**config.mk**
```make
export PLATFORM = sky130hd
export DESIGN_NAME = length_prefix_to_start_code_core
export DESIGN_NICKNAME = d
export VERILOG_FILES = /design/src/hw/rtl/lpsc_pkg.sv /design/src/hw/rtl/length_prefix_to_start_code_core.sv
export SDC_FILE = /design/constraint.sdc
export NUM_CORES = 1
export LEC_CHECK = 0
export BUFFER_PORTS_ARGS = -buffer_cell sky130_fd_sc_hd__buf_2
export CAP_MARGIN = 15
export CORE_MARGIN = 1
export CORE_UTILIZATION = 45
export DETAILED_ROUTE_END_ITERATION = 7
export SYNTH_ARGS = -nofsm -noshare
export SYNTH_HDL_FRONTEND = slang
export SYNTH_SLANG_ARGS = --single-unit
```
**constraint.sdc**
```tcl
create_clock -name clock -period 17.3 [get_ports clock]
set_input_delay 0.865 -clock clock [delete_from_list [all_inputs] [get_ports clock]]
set_output_delay 0.865 -clock clock [all_outputs]
set_load 0.02 [all_outputs]
```
**src/hw/rtl/lpsc_pkg.sv**
```systemverilog
package lpsc_pkg;

   // configuration register indexes
   localparam logic REG_LENGTH_FIELD_BYTES = 1'b0;
   localparam logic REG_OUTPUT_CAPACITY    = 1'b1;

   // reset values of the configuration registers
   localparam logic [2:0]  LENGTH_FIELD_BYTES_RESET = 3'd4;
   localparam logic [31:0] OUTPUT_CAPACITY_RESET    = 32'hFFFF_FFFF;

   // largest total that still gives a success status
   localparam logic [31:0] COUNT_LIMIT = 32'h7FFF_FFFF;

   // bytes of the start code 00 00 00 01 and the index of its last beat
   localparam logic [7:0] START_CODE_ZERO = 8'h00;
   localparam logic [7:0] START_CODE_LAST = 8'h01;
   localparam logic [1:0] START_CODE_LAST_BEAT = 2'd3;

   // input beat kinds
   localparam logic REQ_DATA = 1'b0;
   localparam logic REQ_END  = 1'b1;

   // output beat kinds
   localparam logic KIND_BYTE   = 1'b0;
   localparam logic KIND_STATUS = 1'b1;

   // queued result records
   localparam logic [1:0] REC_BYTE   = 2'd0;
   localparam logic [1:0] REC_START  = 2'd1;
   localparam logic [1:0] REC_STATUS = 2'd2;

   typedef struct packed {
      logic [1:0]  kind;
      logic [7:0]  data;
      logic        error;
      logic [31:0] total;
   } rec_type;

endpackage

```
**src/hw/rtl/length_prefix_to_start_code_core.sv**
```systemverilog
// Converts a buffer of length-prefixed video units, taken one byte per beat, into
// start-code framing. Each unit's big-endian length field (1, 2 or 4 bytes, set by
// the length_field_bytes register) is replaced by the four bytes 00 00 00 01 and the
// body is passed through. An end-of-buffer beat (req_tuser = 1) yields one status
// beat (rsp_tuser = 1) carrying the error flag and the output byte count, then the
// block is ready for the next buffer. Each length byte and body byte is one input
// beat; a completed length field yields a four-beat start-code burst from a single
// queued record. Results go through a two-record queue, so input is taken while a
// result still waits on the output. After an error, data bytes are swallowed until
// the end beat; the caller drops the partial output. Configuration must be written
// only while the block is idle; the block itself does not enforce this.
module length_prefix_to_start_code_core
   import lpsc_pkg::*;
(
   input  logic        clock,
   input  logic        reset,
   // input stream
   input  logic        req_tvalid,
   output logic        req_tready,
   input  logic [7:0]  req_tdata,   // [7:0] data_byte
   input  logic        req_tuser,   // [0] req_type
   // output stream
   output logic        rsp_tvalid,
   input  logic        rsp_tready,
   output logic [47:0] rsp_tdata,   // [7:0] out_byte, [8] status_error,
                                    // [40:9] total_bytes, [47:41] zero
   output logic        rsp_tuser,   // [0] item_kind
   output logic        rsp_tlast,   // run_last
   // configuration
   input  logic        csr_we,
   input  logic        csr_index,
   input  logic [31:0] csr_wdata
);

   // configuration registers
   logic [2:0]  lfb_ff;
   logic [31:0] cap_ff;

   // buffer parse state
   logic        in_body_ff, in_body_in;
   logic        sticky_ff, sticky_in;
   logic [2:0]  seen_ff, seen_in;
   logic [31:0] acc_ff, acc_in;
   logic [31:0] left_ff, left_in;
   logic [31:0] count_ff, count_in;

   // result queue
   rec_type     rec_ff [2];
   logic        wr_ptr_ff;
   logic        rd_ptr_ff;
   logic [1:0]  qcnt_ff, qcnt_in;
   logic [1:0]  sub_ff;

   logic        req_fire;
   logic        push;
   rec_type     push_rec;
   rec_type     head;
   logic        head_last;
   logic        pop;
   logic        size_ok;
   logic [2:0]  seen_next;
   logic [31:0] acc_next;
   logic [33:0] need;

   assign size_ok  = (lfb_ff == 3'd1) || (lfb_ff == 3'd2) || (lfb_ff == 3'd4);
   assign req_tready = (qcnt_ff != 2'd2);
   assign req_fire = req_tvalid && req_tready;

   // length field accumulation and capacity check
   assign seen_next = seen_ff + 3'd1;
   assign acc_next  = {acc_ff[23:0], req_tdata};
   assign need      = {2'b00, count_ff} + {2'b00, acc_next} + 34'd4;

   // parse step for one accepted beat
   always_comb begin
      in_body_in = in_body_ff;
      sticky_in  = sticky_ff;
      seen_in    = seen_ff;
      acc_in     = acc_ff;
      left_in    = left_ff;
      count_in   = count_ff;
      push       = 1'b0;
      push_rec   = '0;
      if (req_fire) begin
         if (req_tuser == REQ_END) begin
            push           = 1'b1;
            push_rec.kind  = REC_STATUS;
            push_rec.error = sticky_ff || !size_ok || in_body_ff || (seen_ff != 3'd0)
                             || (count_ff > COUNT_LIMIT);
            push_rec.total = count_ff;
            in_body_in = 1'b0;
            sticky_in  = 1'b0;
            seen_in    = 3'd0;
            acc_in     = '0;
            left_in    = '0;
            count_in   = '0;
         end else if (!size_ok) begin
            sticky_in = 1'b1;
         end else if (sticky_ff) begin
            // swallowed after an error
         end else if (in_body_ff) begin
            push          = 1'b1;
            push_rec.kind = REC_BYTE;
            push_rec.data = req_tdata;
            count_in      = count_ff + 32'd1;
            left_in       = left_ff - 32'd1;
            if (left_ff == 32'd1) begin
               in_body_in = 1'b0;
            end
         end else if (seen_next >= lfb_ff) begin
            seen_in = 3'd0;
            acc_in  = '0;
            if ((acc_next == 32'd0) || (need > {2'b00, cap_ff})) begin
               sticky_in = 1'b1;
            end else begin
               push          = 1'b1;
               push_rec.kind = REC_START;
               count_in      = count_ff + 32'd4;
               left_in       = acc_next;
               in_body_in    = 1'b1;
            end
         end else begin
            seen_in = seen_next;
            acc_in  = acc_next;
         end
      end
   end

   // head of the queue drives the output beat
   assign head       = rec_ff[rd_ptr_ff];
   assign head_last  = (head.kind != REC_START) || (sub_ff == START_CODE_LAST_BEAT);
   assign rsp_tvalid = (qcnt_ff != 2'd0);
   assign pop        = rsp_tvalid && rsp_tready && head_last;
   assign rsp_tlast  = head_last;
   assign rsp_tuser  = (head.kind == REC_STATUS) ? KIND_STATUS : KIND_BYTE;

   always_comb begin
      rsp_tdata = '0;
      case (head.kind)
         REC_START: begin
            rsp_tdata[7:0] = (sub_ff == START_CODE_LAST_BEAT) ? START_CODE_LAST
                                                              : START_CODE_ZERO;
         end
         REC_STATUS: begin
            rsp_tdata[8]    = head.error;
            rsp_tdata[40:9] = head.total;
         end
         default: begin
            rsp_tdata[7:0] = head.data;
         end
      endcase
   end

   always_comb begin
      qcnt_in = qcnt_ff;
      if (push && !pop) begin
         qcnt_in = qcnt_ff + 2'd1;
      end else if (pop && !push) begin
         qcnt_in = qcnt_ff - 2'd1;
      end
   end

   // queue storage
   always_ff @(posedge clock) begin
      if (push) begin
         rec_ff[wr_ptr_ff] <= push_rec;
      end
   end

   // control and state registers
   always_ff @(posedge clock) begin
      if (reset) begin
         lfb_ff     <= LENGTH_FIELD_BYTES_RESET;
         cap_ff     <= OUTPUT_CAPACITY_RESET;
         in_body_ff <= 1'b0;
         sticky_ff  <= 1'b0;
         seen_ff    <= '0;
         acc_ff     <= '0;
         left_ff    <= '0;
         count_ff   <= '0;
         wr_ptr_ff  <= 1'b0;
         rd_ptr_ff  <= 1'b0;
         qcnt_ff    <= '0;
         sub_ff     <= '0;
      end else begin
         if (csr_we) begin
            if (csr_index == REG_LENGTH_FIELD_BYTES) begin
               lfb_ff <= csr_wdata[2:0];
            end else begin
               cap_ff <= csr_wdata;
            end
         end
         in_body_ff <= in_body_in;
         sticky_ff  <= sticky_in;
         seen_ff    <= seen_in;
         acc_ff     <= acc_in;
         left_ff    <= left_in;
         count_ff   <= count_in;
         qcnt_ff    <= qcnt_in;
         if (push) begin
            wr_ptr_ff <= !wr_ptr_ff;
         end
         if (pop) begin
            rd_ptr_ff <= !rd_ptr_ff;
            sub_ff    <= '0;
         end else if (rsp_tvalid && rsp_tready) begin
            sub_ff <= sub_ff + 2'd1;
         end
      end
   end

   // a start-code burst in progress sits at the head of the queue
   a_sub_start : assert property (@(posedge clock) disable iff (reset)
      (sub_ff != 2'd0) |-> (rsp_tvalid && (head.kind == REC_START)))
      else $error("start code beat counter runs without a start record");

   // an end beat returns the parse state to idle
   a_end_clears : assert property (@(posedge clock) disable iff (reset)
      (req_fire && (req_tuser == REQ_END)) |=>
         (!in_body_ff && !sticky_ff && (seen_ff == 3'd0) && (count_ff == 32'd0)))
      else $error("parse state not cleared after end of buffer");

   // a body in progress always has bytes left and no partial field
   a_body_left : assert property (@(posedge clock) disable iff (reset)
      in_body_ff |-> ((left_ff != 32'd0) && (seen_ff == 3'd0)))
      else $error("body state without remaining bytes");

   // the queue never holds more than two records
   a_queue_bound : assert property (@(posedge clock) disable iff (reset)
      (qcnt_ff != 2'd3) && !(push && (qcnt_ff == 2'd2)))
      else $error("result queue overflow");

endmodule

```
==> out/results.ini <==
[outcome]
status = complete, no violations

[worst_setup_path]
ff2ff_path_depth = 23
crit_fanout = 78
crit_path_end = rec_ff[1][21]
setup.worst_path.start_class = flip-flop
critPathKind = flip-flop to flip-flop
crit_start = count_ff[1]
worstSetupEndpointType = flip-flop
reg2reg_to = rec_ff[1][21]
crit_arrival_ns = 7.30
reg2reg_from = count_ff[1]
ff2ff_setup_slack_ns = 10.14
required_ns = 17.44

[finish]
area_growth_syn_to_layout_pct = 12.2
finalNonFillerCells = 1850
final_nets = 1610
final_cell_mix = dfxtp_1 (134), a21oi_1 (113), ha_1 (108), nand2_1 (93), buf_2 (90)
drive_above_1_share_pct = 10.9
final_area_sq_um = 14600
diodes = 0
layout.cells.most_common = dfxtp_1

[logic_synthesis]
yosysUniqueCellTypes = 66
synth_edf_count = 86
ys.flop_type = dfxtp_1
ys_seq_area_share_pct = 40.7
ys_async_sr_fraction_pct = 0
synthCells = 1388
netlist_area_sq_um = 13000
ys_ff_latch = 221
yosysWarnings = 0
syn_area_per_cell_sq_um = 9.36

[floorplan]
dieArea_sq_um = 29500
chipHeight_um = 172
die_w_um = 172
io_pins = 99
start_util_pct = 46.2
coreArea_sq_um = 28100
row_count = 61

[hold_path]
holdCritStartpoint = cap_ff[1]
hold_class = flip-flop to flip-flop

[global_route]
antenna_found_initial = 0
grt_pass1_vias = 9707
grt_pass1_wl_um = 53800
grt_max_degree = 79
grt_usage_pct = 23.2
overflow = 0

[power]
vdd_drop_max_v = 0.000108
p_leak_uw = 0.00620
power.density_nw_per_um2 = 107

[detailed_routing]
vias = 10665
post_drt_wl_per_cell_um = 18.5
totalWireLength_um = 34200
drtAntennaViolNets = 0
dr.pass1.iters = 6
drc_errors = 0
drtIter0Drc = 822
routed_via_density = 5.76

[clock_tree]
cts_sinks = 221
cts_tree = done
cts_buffer_depth = 3
post_cts_resized = 0
cts_setup_buffers = 0
path_clk_slew_ns = 0.06
htree_levels = 1
clk_latency_ns = 0.52
root_buffer = clkbuf_16
cts_buffers = 25
postCtsHoldBufs = 0

[sta]
hold_violations = 0
slew_headroom_pct = 25.5
tns_ns = 0
period_share_pct = 41.4
hold_slack_ns = 0.462
period_minus_slack_ns = 7.16
drv_slew = 0
rsz0062_at_grt = false
tightest_slew_ns = 1.11
max_freq_ghz = 0.140
finClkSkew_ns = 0.0130
setup_viol = 0

[placement]
gp_congestion = 0.911
port_buffers = 91
placed_area_sq_um = 13700
dp_hpwl_um = 24700
dp_cells = 1805

[flow_run]
drv_cap = 0

routing by layer:
layer	GRT usage [%]	wire length [um]
met5	0	0
met3	3.71	2330
met4	7.35	934
met2	36.6	15200
met1	32.3	15700
through the flow:
| step | power (uW) | setup WS, ns | util (%) |
|---|---|---|---|
| 4_1_cts | 1580 | 10.21 | 51.9 |
| 6_report | 1560 | 10.14 | 51.9 |
| 3_5_place_dp | 1030 | 9.67 | 48.9 |
| 2_1_floorplan | 922 | 9.64 | - |
| 3_3_place_gp | 1030 | 9.96 | 48.9 |
| 5_1_grt | 1650 | 9.63 | 51.9 |
worst min path at each step:
stage / slack, ns / cells after the start / to
final: 0.46 / 1 / cap_ff[1]
after global routing: 0.47 / 1 / cap_ff[7]
after CTS: 0.46 / 1 / cap_ff[2]
after detailed placement: 0.45 / 1 / cap_ff[2]
after global placement: 0.44 / 1 / cap_ff[9]
after floorplan: 0.44 / 1 / cap_ff[10]
logic make-up (layout without fill, tap and decap cells):
logic type / Yosys count / after routing / share of synthesized area, %
mux: 52 / 52 / 4.02
other cells: 1 / 7 / 0.0289
flops: 221 / 221 / 40.7
xor+xnor: 42 / 42 / 2.83
compound gates: 333 / 333 / 17.4
buf+inv: 138 / 216 / 4.39
fa+ha+maj: 109 / 109 / 10.6
simple gates: 492 / 492 / 20.1
where the power goes:
group	switching (uW)	total, uW	internal, uW	leakage (uW)
Clock	213	542	329	0.000417
Combinational	261	405	143	0.00392
Sequential	24.8	618	593	0.00187
synthesized netlist by cell type (14+ instances only):
cell type / count / area [sq um]
a21o_1: 17 / 128
and3_1: 47 / 294
xor2_1: 18 / 158
edfxtp_1: 86 / 2580
a211o_1: 38 / 333
dfxtp_1: 135 / 2700
xnor2_1: 24 / 210
ha_1: 108 / 1350
clkbuf_1: 45 / 169
a21oi_1: 113 / 566
nor4_1: 17 / 106
nand3_1: 39 / 195
nand2_1: 93 / 349
o21a_1: 15 / 113
or4_1: 24 / 180
nor3_1: 34 / 170
a211oi_1: 14 / 105
inv_1: 66 / 248
o21ai_0: 42 / 210
or3_1: 16 / 100
nor2b_1: 45 / 282
nand4_1: 18 / 113
nor2_1: 84 / 315
and2_1: 46 / 288
mux2i_1: 51 / 510
o31ai_1: 21 / 158
final cells by class:
type                    instances  area (sq um)
fillers                      2679         13500
multi-input cells            1035          7160
flip-flops and latches        221          5290
clock buffers                  29           651
repair buffers                105           563
well taps                     378           473
inverters                      66           248
clock inverters                16           188
flip-flops by register name, summed over array words and instances, names as in the netlist, 3 cells and up, named ones only:
register	count
acc_ff	24
cap_ff	32
count_ff	32
left_ff	32
lfb_ff	3
rec_ff	86
seen_ff	3
worst max-delay path: stages (launching register included):
cell and delay [ns]:
dfxtp_1 0.51, ha_1 0.30, ha_1 0.24, fa_1 0.43, a211oi_1 0.39, o211ai_1 0.14, a21o_1 0.25, o2111ai_1 0.19
nand2_1 0.20, a221oi_1 0.47, o21bai_1 0.10, a21oi_1 0.19, xnor2_1 0.15, ha_1 0.28, a211oi_1 0.25, o21a_1 0.19
o211ai_1 0.12, nor4b_1 0.36, o31ai_2 0.17, a311oi_4 0.30, a31oi_4 0.11, buf_4 0.37, inv_1 0.15, and2_2 0.84
(Power assumes the default switching activity.)
